### config.mk
export PLATFORM = sky130hd
export DESIGN_NAME = ppm_p6_stream_decoder_flat
export DESIGN_NICKNAME = d
export VERILOG_FILES = /design/src/sv/ppd_pkg.sv /design/src/sv/ppd_in_if.sv /design/src/sv/ppd_out_if.sv /design/src/sv/ppd_parser.sv /design/src/sv/ppd_out_buf.sv /design/src/sv/ppm_p6_stream_decoder.sv /design/src/flat_wrapper.sv
export VERILOG_INCLUDE_DIRS = /design/src /design/src/sv
export SDC_FILE = /design/constraint.sdc
export NUM_CORES = 1
export LEC_CHECK = 0
export BUFFER_PORTS_ARGS = -buffer_cell sky130_fd_sc_hd__buf_2
export CORE_MARGIN = 4
export CORE_UTILIZATION = 44
export CTS_CLUSTER_DIAMETER = 60
export CTS_CLUSTER_SIZE = 16
export DETAILED_ROUTE_END_ITERATION = 8
export GPL_TIMING_DRIVEN = 0
export SYNTH_ARGS = -nofsm -noshare
export SYNTH_HDL_FRONTEND = slang
export SYNTH_SLANG_ARGS = --single-unit
### constraint.sdc
create_clock -name clk_i -period 11.2 [get_ports clk_i]
set_clock_uncertainty 0.1 [all_clocks]
set_input_delay 1.12 -clock clk_i [delete_from_list [all_inputs] [get_ports clk_i]]
set_output_delay 1.12 -clock clk_i [all_outputs]
set_load 0.03 [all_outputs]
### src/sv/ppm_p6_stream_decoder_assert.svh
// ----------------------------------------------------------------------------
// PPM P6 stream decoder assertion macros
// Shared concurrent assertion forms, clocked on clk_i and held off in reset.
// ----------------------------------------------------------------------------
`ifndef PPM_P6_STREAM_DECODER_ASSERT_SVH
`define PPM_P6_STREAM_DECODER_ASSERT_SVH

// Consequent checked at the same edge as the antecedent.
`define PPD_ASSERT_SAME(lbl, ante, cons, msg) \
  lbl: assert property (@(posedge clk_i) disable iff (!rst_ni) (ante) |-> (cons)) \
    else $error(msg);

// Consequent checked at the next edge after the antecedent.
`define PPD_ASSERT_NEXT(lbl, ante, cons, msg) \
  lbl: assert property (@(posedge clk_i) disable iff (!rst_ni) (ante) |=> (cons)) \
    else $error(msg);

`endif

### src/sv/ppd_pkg.sv
// ----------------------------------------------------------------------------
// PPM P6 stream decoder package
// Shared types, result codes and character constants.
// ----------------------------------------------------------------------------
package ppd_pkg;

  localparam int unsigned DimBitsDefault = 16;

  localparam logic [2:0] PH_MAGIC  = 3'd0;
  localparam logic [2:0] PH_WIDTH  = 3'd1;
  localparam logic [2:0] PH_HEIGHT = 3'd2;
  localparam logic [2:0] PH_MAXVAL = 3'd3;
  localparam logic [2:0] PH_DATA   = 3'd4;
  localparam logic [2:0] PH_DONE   = 3'd5;
  localparam logic [2:0] PH_ERROR  = 3'd6;

  typedef enum logic [1:0] {
    KIND_HEADER = 2'd0,
    KIND_PIXEL  = 2'd1,
    KIND_ERROR  = 2'd2
  } kind_e;

  typedef enum logic [2:0] {
    ERR_MAGIC  = 3'd0,
    ERR_NUMBER = 3'd1,
    ERR_DIM    = 3'd2,
    ERR_MAXVAL = 3'd3,
    ERR_TRUNC  = 3'd4
  } err_e;

  localparam logic [7:0] CH_P     = 8'h50;
  localparam logic [7:0] CH_SIX   = 8'h36;
  localparam logic [7:0] CH_HASH  = 8'h23;
  localparam logic [7:0] CH_LF    = 8'h0A;
  localparam logic [7:0] CH_SPACE = 8'h20;
  localparam logic [7:0] CH_TAB   = 8'h09;
  localparam logic [7:0] CH_CR    = 8'h0D;
  localparam logic [7:0] CH_ZERO  = 8'h30;
  localparam logic [7:0] CH_NINE  = 8'h39;
  localparam logic [7:0] MAXVAL   = 8'hFF;
  localparam logic [7:0] ALPHA    = 8'hFF;

  typedef struct packed {
    logic [1:0]  kind;
    logic [7:0]  red;
    logic [7:0]  green;
    logic [7:0]  blue;
    logic [7:0]  alpha;
    logic [15:0] image_width;
    logic [15:0] image_height;
    logic [2:0]  error_code;
    logic        final_pixel;
  } result_t;

  function automatic logic is_space(input logic [7:0] c);
    return (c == CH_SPACE) || ((c >= CH_TAB) && (c <= CH_CR));
  endfunction

endpackage

### src/sv/ppd_in_if.sv
// ----------------------------------------------------------------------------
// PPM P6 byte channel
// Valid/ready channel carrying one file byte and the end-of-file flag.
// ----------------------------------------------------------------------------
interface ppd_in_if;
  logic       valid;
  logic       ready;
  logic [7:0] byte_req;
  logic       end_of_file;

  modport source (output valid, output byte_req, output end_of_file, input ready);
  modport sink   (input valid, input byte_req, input end_of_file, output ready);
endinterface

### src/sv/ppd_out_if.sv
// ----------------------------------------------------------------------------
// PPM P6 result channel
// Valid/ready channel carrying one header, pixel or error item.
// ----------------------------------------------------------------------------
interface ppd_out_if;
  logic        valid;
  logic        ready;
  logic [1:0]  kind;
  logic [7:0]  red;
  logic [7:0]  green;
  logic [7:0]  blue;
  logic [7:0]  alpha;
  logic [15:0] image_width;
  logic [15:0] image_height;
  logic [2:0]  error_code;
  logic        final_pixel;

  modport source (output valid, output kind, output red, output green, output blue,
                  output alpha, output image_width, output image_height,
                  output error_code, output final_pixel, input ready);
  modport sink   (input valid, input kind, input red, input green, input blue,
                  input alpha, input image_width, input image_height,
                  input error_code, input final_pixel, output ready);
endinterface

### src/sv/ppd_parser.sv
// ----------------------------------------------------------------------------
// PPM P6 parser
// Header tokeniser and pixel assembler; one byte per accepted item.
// ----------------------------------------------------------------------------
`include "ppm_p6_stream_decoder_assert.svh"

module ppd_parser #(
  parameter int unsigned DIM_BITS = ppd_pkg::DimBitsDefault
) (
  input  logic             clk_i,
  input  logic             rst_ni,
  input  logic             accept_i,
  input  logic [7:0]       byte_i,
  input  logic             eof_i,
  output logic             res_valid_o,
  output ppd_pkg::result_t res_o
);

  localparam int unsigned AW = DIM_BITS + 1;
  localparam int unsigned MW = DIM_BITS + 5;
  localparam logic [AW-1:0] AccSat = {1'b1, {DIM_BITS{1'b0}}};

  logic [2:0]          phase_q, phase_d;
  logic                in_comment_q, in_comment_d;
  logic                tok_q, tok_d;
  logic [1:0]          magic_q, magic_d;
  logic [AW-1:0]       acc_q, acc_d;
  logic [DIM_BITS-1:0] width_q, width_d;
  logic [DIM_BITS-1:0] height_q, height_d;
  logic [DIM_BITS-1:0] col_q, col_d;
  logic [DIM_BITS-1:0] row_q, row_d;
  logic [1:0]          bip_q, bip_d;
  logic [7:0]          red_q, red_d;
  logic [7:0]          green_q, green_d;

  logic [MW-1:0]       mul10;
  logic [AW-1:0]       col_inc, row_inc;
  logic                last_col, last_row, fin;
  logic                emit;
  ppd_pkg::result_t    res;
  logic                keep;

  assign mul10 = (MW'(acc_q) << 3) + (MW'(acc_q) << 1) + MW'(byte_i[3:0]);
  assign col_inc  = AW'(col_q) + AW'(1);
  assign row_inc  = AW'(row_q) + AW'(1);
  assign last_col = col_inc >= AW'(width_q);
  assign last_row = row_inc >= AW'(height_q);
  assign fin      = last_col && last_row;

  always_comb begin
    phase_d      = phase_q;
    in_comment_d = in_comment_q;
    tok_d        = tok_q;
    magic_d      = magic_q;
    acc_d        = acc_q;
    width_d      = width_q;
    height_d     = height_q;
    col_d        = col_q;
    row_d        = row_q;
    bip_d        = bip_q;
    red_d        = red_q;
    green_d      = green_q;
    emit         = 1'b0;
    res          = '0;
    keep         = 1'b0;

    if (phase_q >= ppd_pkg::PH_DONE) begin
      if (eof_i) begin
        phase_d      = ppd_pkg::PH_MAGIC;
        in_comment_d = 1'b0;
        tok_d        = 1'b0;
        magic_d      = '0;
        acc_d        = '0;
        width_d      = '0;
        height_d     = '0;
        col_d        = '0;
        row_d        = '0;
        bip_d        = '0;
        red_d        = '0;
        green_d      = '0;
      end
    end else begin
      if (in_comment_q) begin
        if (byte_i == ppd_pkg::CH_LF) begin
          in_comment_d = 1'b0;
        end
      end else if (phase_q == ppd_pkg::PH_DATA) begin
        unique case (bip_q)
          2'd0: begin
            red_d = byte_i;
            bip_d = 2'd1;
          end
          2'd1: begin
            green_d = byte_i;
            bip_d   = 2'd2;
          end
          default: begin
            bip_d           = 2'd0;
            emit            = 1'b1;
            res.kind        = ppd_pkg::KIND_PIXEL;
            res.red         = red_q;
            res.green       = green_q;
            res.blue        = byte_i;
            res.alpha       = ppd_pkg::ALPHA;
            res.final_pixel = fin;
            if (fin) begin
              phase_d = ppd_pkg::PH_DONE;
            end else if (last_col) begin
              col_d = '0;
              row_d = row_inc[DIM_BITS-1:0];
            end else begin
              col_d = col_inc[DIM_BITS-1:0];
            end
          end
        endcase
      end else if (ppd_pkg::is_space(byte_i) || (byte_i == ppd_pkg::CH_HASH)) begin
        if (tok_q) begin
          tok_d = 1'b0;
          acc_d = '0;
          unique case (phase_q)
            ppd_pkg::PH_MAGIC: begin
              if (magic_q != 2'd2) begin
                emit           = 1'b1;
                res.kind       = ppd_pkg::KIND_ERROR;
                res.error_code = ppd_pkg::ERR_MAGIC;
                phase_d        = ppd_pkg::PH_ERROR;
              end else begin
                phase_d = ppd_pkg::PH_WIDTH;
              end
            end
            ppd_pkg::PH_WIDTH, ppd_pkg::PH_HEIGHT: begin
              if ((acc_q == '0) || acc_q[DIM_BITS]) begin
                emit           = 1'b1;
                res.kind       = ppd_pkg::KIND_ERROR;
                res.error_code = ppd_pkg::ERR_DIM;
                phase_d        = ppd_pkg::PH_ERROR;
              end else if (phase_q == ppd_pkg::PH_WIDTH) begin
                width_d = acc_q[DIM_BITS-1:0];
                phase_d = ppd_pkg::PH_HEIGHT;
              end else begin
                height_d = acc_q[DIM_BITS-1:0];
                phase_d  = ppd_pkg::PH_MAXVAL;
              end
            end
            default: begin
              emit = 1'b1;
              if (acc_q != AW'(ppd_pkg::MAXVAL)) begin
                res.kind       = ppd_pkg::KIND_ERROR;
                res.error_code = ppd_pkg::ERR_MAXVAL;
                phase_d        = ppd_pkg::PH_ERROR;
              end else begin
                res.kind         = ppd_pkg::KIND_HEADER;
                res.image_width  = 16'(width_q);
                res.image_height = 16'(height_q);
                phase_d          = ppd_pkg::PH_DATA;
              end
            end
          endcase
        end
        if ((byte_i == ppd_pkg::CH_HASH) && (phase_d != ppd_pkg::PH_ERROR)) begin
          in_comment_d = 1'b1;
        end
      end else begin
        tok_d = 1'b1;
        if (phase_q == ppd_pkg::PH_MAGIC) begin
          if ((magic_q == 2'd0) && (byte_i == ppd_pkg::CH_P)) begin
            magic_d = 2'd1;
          end else if ((magic_q == 2'd1) && (byte_i == ppd_pkg::CH_SIX)) begin
            magic_d = 2'd2;
          end else begin
            emit           = 1'b1;
            res.kind       = ppd_pkg::KIND_ERROR;
            res.error_code = ppd_pkg::ERR_MAGIC;
            phase_d        = ppd_pkg::PH_ERROR;
          end
        end else if ((byte_i < ppd_pkg::CH_ZERO) || (byte_i > ppd_pkg::CH_NINE)) begin
          emit           = 1'b1;
          res.kind       = ppd_pkg::KIND_ERROR;
          res.error_code = ppd_pkg::ERR_NUMBER;
          phase_d        = ppd_pkg::PH_ERROR;
        end else if (mul10 > MW'(AccSat)) begin
          acc_d = AccSat;
        end else begin
          acc_d = mul10[AW-1:0];
        end
      end

      if (eof_i) begin
        keep = emit && ((res.kind == ppd_pkg::KIND_ERROR) ||
                        ((res.kind == ppd_pkg::KIND_PIXEL) && res.final_pixel));
        if (!keep) begin
          res            = '0;
          res.kind       = ppd_pkg::KIND_ERROR;
          res.error_code = ppd_pkg::ERR_TRUNC;
        end
        emit         = 1'b1;
        phase_d      = ppd_pkg::PH_MAGIC;
        in_comment_d = 1'b0;
        tok_d        = 1'b0;
        magic_d      = '0;
        acc_d        = '0;
        width_d      = '0;
        height_d     = '0;
        col_d        = '0;
        row_d        = '0;
        bip_d        = '0;
        red_d        = '0;
        green_d      = '0;
      end
    end
  end

  always_ff @(posedge clk_i or negedge rst_ni) begin
    if (!rst_ni) begin
      phase_q      <= ppd_pkg::PH_MAGIC;
      in_comment_q <= 1'b0;
      tok_q        <= 1'b0;
      magic_q      <= '0;
      acc_q        <= '0;
      width_q      <= '0;
      height_q     <= '0;
      col_q        <= '0;
      row_q        <= '0;
      bip_q        <= '0;
      red_q        <= '0;
      green_q      <= '0;
    end else if (accept_i) begin
      phase_q      <= phase_d;
      in_comment_q <= in_comment_d;
      tok_q        <= tok_d;
      magic_q      <= magic_d;
      acc_q        <= acc_d;
      width_q      <= width_d;
      height_q     <= height_d;
      col_q        <= col_d;
      row_q        <= row_d;
      bip_q        <= bip_d;
      red_q        <= red_d;
      green_q      <= green_d;
    end
  end

  assign res_valid_o = accept_i && emit;
  assign res_o       = res;

  `PPD_ASSERT_NEXT(a_eof_resets, accept_i && eof_i, phase_q == ppd_pkg::PH_MAGIC, "eof did not reset parser")
  `PPD_ASSERT_SAME(a_pixel_alpha, res_valid_o && (res_o.kind == ppd_pkg::KIND_PIXEL), res_o.alpha == ppd_pkg::ALPHA, "pixel alpha wrong")
  `PPD_ASSERT_SAME(a_eof_emits, accept_i && eof_i && (phase_q < ppd_pkg::PH_DONE), res_valid_o, "eof gave no result")

endmodule

### src/sv/ppd_out_buf.sv
// ----------------------------------------------------------------------------
// PPM P6 result buffer
// Two-entry output register with skid slot; decouples parser from sink.
// ----------------------------------------------------------------------------
`include "ppm_p6_stream_decoder_assert.svh"

module ppd_out_buf (
  input  logic             clk_i,
  input  logic             rst_ni,
  input  logic             push_i,
  input  ppd_pkg::result_t data_i,
  output logic             ready_o,
  output logic             valid_o,
  input  logic             pop_ready_i,
  output ppd_pkg::result_t data_o
);

  logic [1:0]       count_q, count_d;
  ppd_pkg::result_t slot0_q, slot0_d;
  ppd_pkg::result_t slot1_q, slot1_d;
  logic             pop;

  assign valid_o = count_q != 2'd0;
  assign ready_o = count_q != 2'd2;
  assign data_o  = slot0_q;
  assign pop     = valid_o && pop_ready_i;

  always_comb begin
    slot0_d = slot0_q;
    slot1_d = slot1_q;
    count_d = count_q;
    priority if (push_i && pop) begin
      if (count_q == 2'd1) begin
        slot0_d = data_i;
      end else begin
        slot0_d = slot1_q;
        slot1_d = data_i;
      end
    end else if (pop) begin
      slot0_d = slot1_q;
      count_d = count_q - 2'd1;
    end else if (push_i) begin
      if (count_q == 2'd0) begin
        slot0_d = data_i;
      end else begin
        slot1_d = data_i;
      end
      count_d = count_q + 2'd1;
    end else begin
      count_d = count_q;
    end
  end

  always_ff @(posedge clk_i or negedge rst_ni) begin
    if (!rst_ni) begin
      count_q <= 2'd0;
    end else begin
      count_q <= count_d;
    end
  end

  always_ff @(posedge clk_i) begin
    slot0_q <= slot0_d;
    slot1_q <= slot1_d;
  end

  `PPD_ASSERT_SAME(a_no_overflow, push_i, count_q != 2'd2, "push into full buffer")
  `PPD_ASSERT_NEXT(a_push_visible, push_i, valid_o, "pushed item not visible")
  `PPD_ASSERT_SAME(a_count_range, 1'b1, count_q != 2'd3, "buffer count out of range")

endmodule

### src/sv/ppm_p6_stream_decoder.sv
// ----------------------------------------------------------------------------
// PPM P6 stream decoder
// Parses a binary PPM file byte by byte into header, pixel and error items.
// ----------------------------------------------------------------------------
// Usage:
//   in_i  carries one file byte per item, end_of_file high on the last one.
//   out_o carries one result item per header, pixel or error; most bytes
//   give none. The header item comes when maxval 255 is parsed, then one
//   RGBA pixel every third data byte, the last flagged by final_pixel.
//   The last byte always yields an item unless the image already ended or
//   an error was reported; a short file ends with a truncated error.
// Timing:
//   one byte a cycle while the result buffer has room; each result is
//   registered in the result buffer before it appears on out_o.
// Reset:
//   rst_ni clears the parser to expect the magic token and empties the
//   result buffer.
// Stall:
//   a two-entry result buffer keeps in_i open while one item waits; in_i
//   ready drops only when both entries are held.
// ----------------------------------------------------------------------------
module ppm_p6_stream_decoder #(
  parameter int unsigned DIM_BITS = ppd_pkg::DimBitsDefault
) (
  input  logic      clk_i,
  input  logic      rst_ni,
  ppd_in_if.sink    in_i,
  ppd_out_if.source out_o
);

  logic             accept;
  logic             res_valid;
  ppd_pkg::result_t res;
  ppd_pkg::result_t head;
  logic             buf_ready;

  assign in_i.ready = buf_ready;
  assign accept     = in_i.valid && buf_ready;

  ppd_parser #(
    .DIM_BITS(DIM_BITS)
  ) u_parser (
    .clk_i      (clk_i),
    .rst_ni     (rst_ni),
    .accept_i   (accept),
    .byte_i     (in_i.byte_req),
    .eof_i      (in_i.end_of_file),
    .res_valid_o(res_valid),
    .res_o      (res)
  );

  ppd_out_buf u_out_buf (
    .clk_i      (clk_i),
    .rst_ni     (rst_ni),
    .push_i     (res_valid),
    .data_i     (res),
    .ready_o    (buf_ready),
    .valid_o    (out_o.valid),
    .pop_ready_i(out_o.ready),
    .data_o     (head)
  );

  assign out_o.kind         = head.kind;
  assign out_o.red          = head.red;
  assign out_o.green        = head.green;
  assign out_o.blue         = head.blue;
  assign out_o.alpha        = head.alpha;
  assign out_o.image_width  = head.image_width;
  assign out_o.image_height = head.image_height;
  assign out_o.error_code   = head.error_code;
  assign out_o.final_pixel  = head.final_pixel;

endmodule

### src/flat_wrapper.sv
// flat-port wrapper written by rule: the top's interface ports become plain ports
module ppm_p6_stream_decoder_flat 
#(
  parameter int unsigned DIM_BITS = ppd_pkg::DimBitsDefault
)
  (clk_i, rst_ni, in_i_valid, in_i_byte_req, in_i_end_of_file, in_i_ready, out_o_valid, out_o_kind, out_o_red, out_o_green, out_o_blue, out_o_alpha, out_o_image_width, out_o_image_height, out_o_error_code, out_o_final_pixel, out_o_ready);
  ppd_in_if in_i_i ();
  ppd_out_if out_o_i ();
  input  logic clk_i;
  input  logic rst_ni;
  input wire logic [$bits(in_i_i.valid)-1:0] in_i_valid;
  input wire logic [$bits(in_i_i.byte_req)-1:0] in_i_byte_req;
  input wire logic [$bits(in_i_i.end_of_file)-1:0] in_i_end_of_file;
  output wire logic [$bits(in_i_i.ready)-1:0] in_i_ready;
  output wire logic [$bits(out_o_i.valid)-1:0] out_o_valid;
  output wire logic [$bits(out_o_i.kind)-1:0] out_o_kind;
  output wire logic [$bits(out_o_i.red)-1:0] out_o_red;
  output wire logic [$bits(out_o_i.green)-1:0] out_o_green;
  output wire logic [$bits(out_o_i.blue)-1:0] out_o_blue;
  output wire logic [$bits(out_o_i.alpha)-1:0] out_o_alpha;
  output wire logic [$bits(out_o_i.image_width)-1:0] out_o_image_width;
  output wire logic [$bits(out_o_i.image_height)-1:0] out_o_image_height;
  output wire logic [$bits(out_o_i.error_code)-1:0] out_o_error_code;
  output wire logic [$bits(out_o_i.final_pixel)-1:0] out_o_final_pixel;
  input wire logic [$bits(out_o_i.ready)-1:0] out_o_ready;
  assign in_i_i.valid = in_i_valid;
  assign in_i_i.byte_req = in_i_byte_req;
  assign in_i_i.end_of_file = in_i_end_of_file;
  assign in_i_ready = in_i_i.ready;
  assign out_o_valid = out_o_i.valid;
  assign out_o_kind = out_o_i.kind;
  assign out_o_red = out_o_i.red;
  assign out_o_green = out_o_i.green;
  assign out_o_blue = out_o_i.blue;
  assign out_o_alpha = out_o_i.alpha;
  assign out_o_image_width = out_o_i.image_width;
  assign out_o_image_height = out_o_i.image_height;
  assign out_o_error_code = out_o_i.error_code;
  assign out_o_final_pixel = out_o_i.final_pixel;
  assign out_o_i.ready = out_o_ready;
  ppm_p6_stream_decoder #(.DIM_BITS(DIM_BITS)) u_core (.clk_i(clk_i), .rst_ni(rst_ni), .in_i(in_i_i), .out_o(out_o_i));
endmodule
After elaboration in Yosys (flattened, before gate mapping)
Cells that the tools add are included.
Widths: inputs -> output; s select.
- bitwise operators: 1
- reductions and logical operators: 55
- order comparisons: 8
- muxes and demuxes: 161
- add/subtract/negate cells: 6
- divide/modulo/power cells: 0
- $mul: 0
- shift-type cells: 0
- eq/ne operators: 35
- operator list (operator ; count):
    $mux 70 ; 15
    $mux 16 ; 33
    $mux 17 ; 10
    $mux 32 ; 4
    $mux 8 ; 11
    $mux 35 ; 2
    $mux 3 ; 20
    $mux 2 ; 28
    $add 16x1->17 const B ; 2
    $ge 17x16->1 ; 2
    $mux 33 ; 1
    $mux 1 ; 32
    $eq 8x6->1 const B ; 3
    $reduce_bool 2->1 ; 12
    $ne 2x2->1 const B ; 11
    $add 20x18->21 ; 1
    $add 21x4->21 ; 1
    $gt 21x17->1 const B ; 1
    $reduce_and 7->1 ; 3
    $ne 3x3->1 const B ; 6
    $reduce_and 9->1 ; 2
    $logic_not 17->1 ; 1
    $ne 17x8->1 const B ; 1
    $pmux 2 s2 ; 3
    other kinds (32) ; 61
- memories kept: 0
- flip-flop bits (word level): 248
- bits of input ports: 13
- latch bits: 0
- bits in writable memories: 0
- bits in read-only memories: 0
- output and inout port bits: 72

Longest topological paths before layout
- word-level depth: 20
- gate-level depth with buffers: 16
- depth with buffers taken out: 14

Modules after synthesis
A second synthesis with hierarchy kept.
- cells, all modules: 1124
- area total of the unflattened synthesis: 13201.4 sq um
- by module, submodules not included (module ; area an instance (sq um) ; sequential area each (sq um) ; instances ; cells an instance):
    ppd_parser ; 7871.3 ; 2652.5 ; 1 ; 882
    ppd_out_buf ; 5323.9 ; 4254.1 ; 1 ; 241
    ppm_p6_stream_decoder ; 6.3 ; 0.0 ; 1 ; 1

Worst setup path after synthesis
No wires, ideal clock.
- path kind: input to register
- start: input port in_i_byte_req[1]
- end: register u_core.u_out_buf.slot0_q (netlist bit u_core.u_out_buf.data_o[0]) (enable)
- stages on the path: 9
- path slack: 3.743 ns
- data required time: 10.532 ns
- setup time: 0.568 ns
- data arrival time: 6.789 ns
- path through: clkbuf_1 -> xnor2_1 -> o2bb2ai_1 -> mux2i_1 -> nor2_2 -> buf_6 -> a211oi_1 -> o31ai_1 -> o21ai_0
- cells in the longest elaborated chain, start to end: 15
- elaborated cells between the ends (all ways): 29
- ends and longest elaborated chain (what ; RTL line ; source):
    from (decl) ; flat_wrapper.sv:12 ; input wire logic [$bits(in_i_i.byte_req)-1:0] in_i_byte_req;
    branches (longest 5 deep; another with $lt 8x6->1) ; -- ;
    $mux 1 * ; ppd_parser.sv:116 ; end else if (ppd_pkg::is_space(byte_i) || (byte_i == ppd_pkg::CH_HASH)) begin
    $mux 1 * ; ppd_parser.sv:87 ; end else if (phase_q == ppd_pkg::PH_DATA) begin
    $mux 1 * ; ppd_parser.sv:83 ; if (in_comment_q) begin
    $mux 1 * ; ppd_parser.sv:67 ; if (phase_q >= ppd_pkg::PH_DONE) begin
    $mux 1 * ; ppd_parser.sv:188 ; if (eof_i) begin
    $mux 1 * ; ppd_parser.sv:67 ;
    $logic_and 1x1->1 * ; ppd_parser.sv:243 ; assign res_valid_o = accept_i && emit;
    $logic_and 1x1->1 ; ppd_out_buf.sv:32 ; priority if (push_i && pop) begin
    $reduce_bool 3->1 (no line) ; -- ;
    $reduce_and 2->1 (no line) * ; -- ;
    to (signal assigned) ; ppd_out_buf.sv:63 ; slot0_q <= slot0_d;
    to (decl) ; ppd_out_buf.sv:19 ; ppd_pkg::result_t slot0_q, slot0_d;
Every way passes the cells marked *. The select of a mux whose other input is x is not followed.
A chain may end at the register's enable or synchronous reset.

Worst setup path in the final report
- start: input port in_i_byte_req[7]
- end: register u_core.u_out_buf.slot0_q (netlist bit u_core.u_out_buf.data_o[68]) (data pin)
- cells in the longest elaborated chain, start to end: 20
- elaborated cells between the ends (all ways): 47
- ends and longest elaborated chain (what ; RTL line):
    branches (longest 19 deep; another with $lt 8x6->1) ; --
    $mux 70 * ; ppd_out_buf.sv:32
Marks and branches as above.

==> impl_metrics.json <==
{
  "clockBufferDepth": 3,
  "setup_viol": 0,
  "h-tree-depth": 1,
  "placed_area_um2": 13800,
  "cts_resized": 0,
  "finalInstanceArea_um2": 14600,
  "final_common_cell": "edfxtp_1",
  "synth_top_area_share_pct": 29.1,
  "synth_area_leaders": "edfxtp_1, dfrtp_1, ha_1",
  "track_usage_pct": 19.4,
  "ios": 85,
  "reg2reg_slack_ps": 6430,
  "cts-root-buf": "clkbuf_16",
  "cts_buffers": 22,
  "cp_max_fo": 10,
  "start_util_pct": 44.6,
  "syn_nets": 1276,
  "drive_above_1_share_pct": 16.9,
  "most-common-layout-cells": "edfxtp_1, dfrtp_1, nand2_1",
  "crit_type": "in -> reg",
  "status": "completed",
  "crit_chain": "buf_2, nor4b_1, o2bb2ai_1, mux2i_1, nor2_2, buf_6, a211oi_1, o31ai_1, inv_1, ha_1, o21ai_1, clkbuf_1, o31ai_1",
  "via_count": 9515,
  "tns_ps": 0,
  "total_power_mw": 3.54,
  "place_congestion": 0.863,
  "synthAdderAreaFrac_pct": 7.36,
  "grt.overflow.total": 0,
  "cp_common_cell": "o31ai_1",
  "nFillCells": 2628,
  "ys_seq_area_share_pct": 50.2,
  "grt_pass1_vias": 9023,
  "worstSkewPairLatency_ps": 510,
  "critical_path_required_ps": 11320,
  "synth_async_sr_flop_share_pct": 46.6,
  "synth_top_family_by_area": "simple AND/OR/NAND/NOR gates",
  "synth_cell_types": 80,
  "grt_max_degree": 78,
  "maxSlewHeadroom_pct": 12.6,
  "die_x_um": 179,
  "worstMarginPinSlew_ps": 1300,
  "portBuffers": 82,
  "finalMaxSlewViolations": 0,
  "dp_cells": 1660,
  "nNetsFinal": 1387,
  "synth.area.mux_share_pct": 4.24,
  "hold_viol": 0,
  "fin_crit_ps": 5370,
  "area_delta_synth_final_pct": 13.9,
  "critPathArrivalTime_ps": 5490,
  "syn_area_um2": 12800,
  "grt_pass1_wl_um": 49600,
  "drt_iter0_drc": 723,
  "ys_warn_count": 0,
  "rows": 62,
  "cp-start-kind": "input pin",
  "regArea_um2": 6430,
  "cts.hold.buffers_added": 0,
  "crit_path_end_kind": "flop",
  "wire_per_inst_um": 18.4,
  "yosys.area.top_type": "edfxtp_1",
  "core-area_um2": 28700,
  "p_leak_nw": 6.26,
  "ys_ff_latch": 232,
  "yosys.area_share.simple_pct": 15.9,
  "drc": 0,
  "antenna_cells": 0,
  "power.density_nw_per_um2": 243,
  "period_share_pct": 48.0,
  "die_y_um": 179,
  "via_per_inst": 5.60,
  "cap_violations": 0,
  "rsz0062_at_grt": "no",
  "slowest_stage": "o21ai_1",
  "hpwl_um": 22600,
  "post_cts_buffers": 0,
  "multi_input_area_um2": 5760,
  "path_clk_slew_ps": 80,
  "postSynthCellCount": 1189,
  "fmax_ghz": 0.186,
  "max-vdd-ir-drop_mv": 0.120,
  "ant_nets": 0,
  "wirelength_um": 31200,
  "hold_slack_ps": 392,
  "cts_tree": "done",
  "post_synth.cell_area_avg_um2": 10.8,
  "critPathMaxStageDelay_ps": 1010,
  "instances_no_fill": 1700,
  "ys.flop_type": "edfxtp_1",
  "hold_path.class": "in -> async",
  "synth_compound_area_share_pct": 15.0,
  "drtPass1Iterations": 6,
  "synth_xor_area_share_pct": 2.40,
  "cts.sinks": 232,
  "synth_edf_count": 124,
  "antenna_found_initial": 0,
  "die_area_um2": 31900
}
==> per-stage QoR <==
| step | setup slack (ps) | utilization [%] |
|---|---|---|
| 4_1_cts | 5930 | 50.7 |
| 5_1_grt | 5700 | 50.7 |
| 3_3_place_gp | 1390 | 47.7 |
| 2_1_floorplan | 3740 | - |
| 6_report | 5830 | 50.7 |
| 3_5_place_dp | 5430 | 48.1 |
==> flip-flops by register name, indices dropped and copies added (netlist names) <==
register / cells
u_core.u_parser.width_q: 16
u_core.u_parser.magic_q: 2
u_core.u_parser.in_comment_q: 1
u_core.u_parser.green_q: 8
u_core.u_parser.height_q: 16
u_core.u_parser.acc_q: 17
u_core.u_parser.bip_q: 2
u_core.u_out_buf.slot1_q: 62
u_core.u_parser.phase_q: 3
u_core.u_parser.row_q: 16
u_core.u_parser.tok_q: 1
u_core.u_out_buf.count_q: 2
u_core.u_out_buf.data_o: 62
u_core.u_parser.col_q: 16
u_core.u_parser.red_q: 8
==> synthesized netlist by cell type (all sizes together) (4+ instances only) <==
master / n
mux2: 37
a21oi: 30
nor4: 13
xnor2: 22
a31oi: 21
and2: 26
or2: 11
a211oi: 6
a22o: 55
o21a: 16
nor3: 44
nand4: 15
a21boi: 4
nand2: 102
and3: 37
nand3: 50
nand2b: 5
o21ai: 92
nor2b: 12
o31ai: 7
inv: 66
o211ai: 5
mux2i: 5
edfxtp: 124
xor2: 13
o21bai: 4
nor3b: 6
nor2: 52
clkbuf: 36
or3: 5
ha: 72
dfrtp: 108
buf: 34
a21o: 12
==> where the power goes <==
group          switching (mW)  internal [mW]
combinational           0.970          0.460
sequential              0.110           1.23
clock                   0.339          0.430
==> path summary, 6_finish.rpt <==
| kind | cells past startpoint | start | endpoint |
|---|---|---|---|
| min in group clk_i | 2 | u_core.u_parser.red_q[6]$_DFFE_PN0P_ | u_core.u_parser.red_q[6]$_DFFE_PN0P_ |
| hold reg to reg | 2 | u_core.u_parser.red_q[6]$_DFFE_PN0P_ | u_core.u_parser.red_q[6]$_DFFE_PN0P_ |
| setup / recovery | 13 | in_i_byte_req[7] | u_core.u_out_buf.data_o[68]$_DFFE_PP_ |
| hold / removal | 1 | rst_ni | u_core.u_parser.col_q[1]$_DFFE_PN0P_ |
| setup reg to reg | 15 | u_core.u_parser.row_q[0]$_DFFE_PN0P_ | u_core.u_out_buf.data_o[52]$_DFFE_PP_ |
| max in group asynchronous | 2 | rst_ni | u_core.u_parser.in_comment_q$_DFFE_PN0P_ |
==> critical path: cells and delay by family <==
kind / cells / cell delay (ps)
buffers and inverters: 4 / 1120
adder cells (fa/ha/maj): 1 / 240
AO/OA/AOI/OAI: 5 / 2090
AND/OR/NAND/NOR: 2 / 750
multiplexers: 1 / 150
==> logic make-up after synthesis <==
| kind of cell | after synthesis |
|---|---|
| mux | 42 |
| fa+ha+maj | 74 |
| buf+inv | 136 |
| compound gates | 279 |
| xor+xnor | 35 |
| flops | 232 |
| simple gates | 391 |
==> routing by layer <==
metal	up-vias	part of all wire (%)	track usage, %
li1	4600	-	-
met5	-	0	0
met4	0	1.3	3.07
met1	4657	49	30.0
met3	29	4.9	2.10
met2	229	45	30.2
==> cell type report <==
class	count	area share, %
clock buffers	31	4.37
flip-flops and latches	232	44.1
repair buffers	87	3.60
plain buffers	70	2.59
multi-input cells	821	39.6
well taps	384	3.30
clock inverters	9	0.747
inverters	66	1.70
Note: power is estimated with default switching activity, not from simulation.
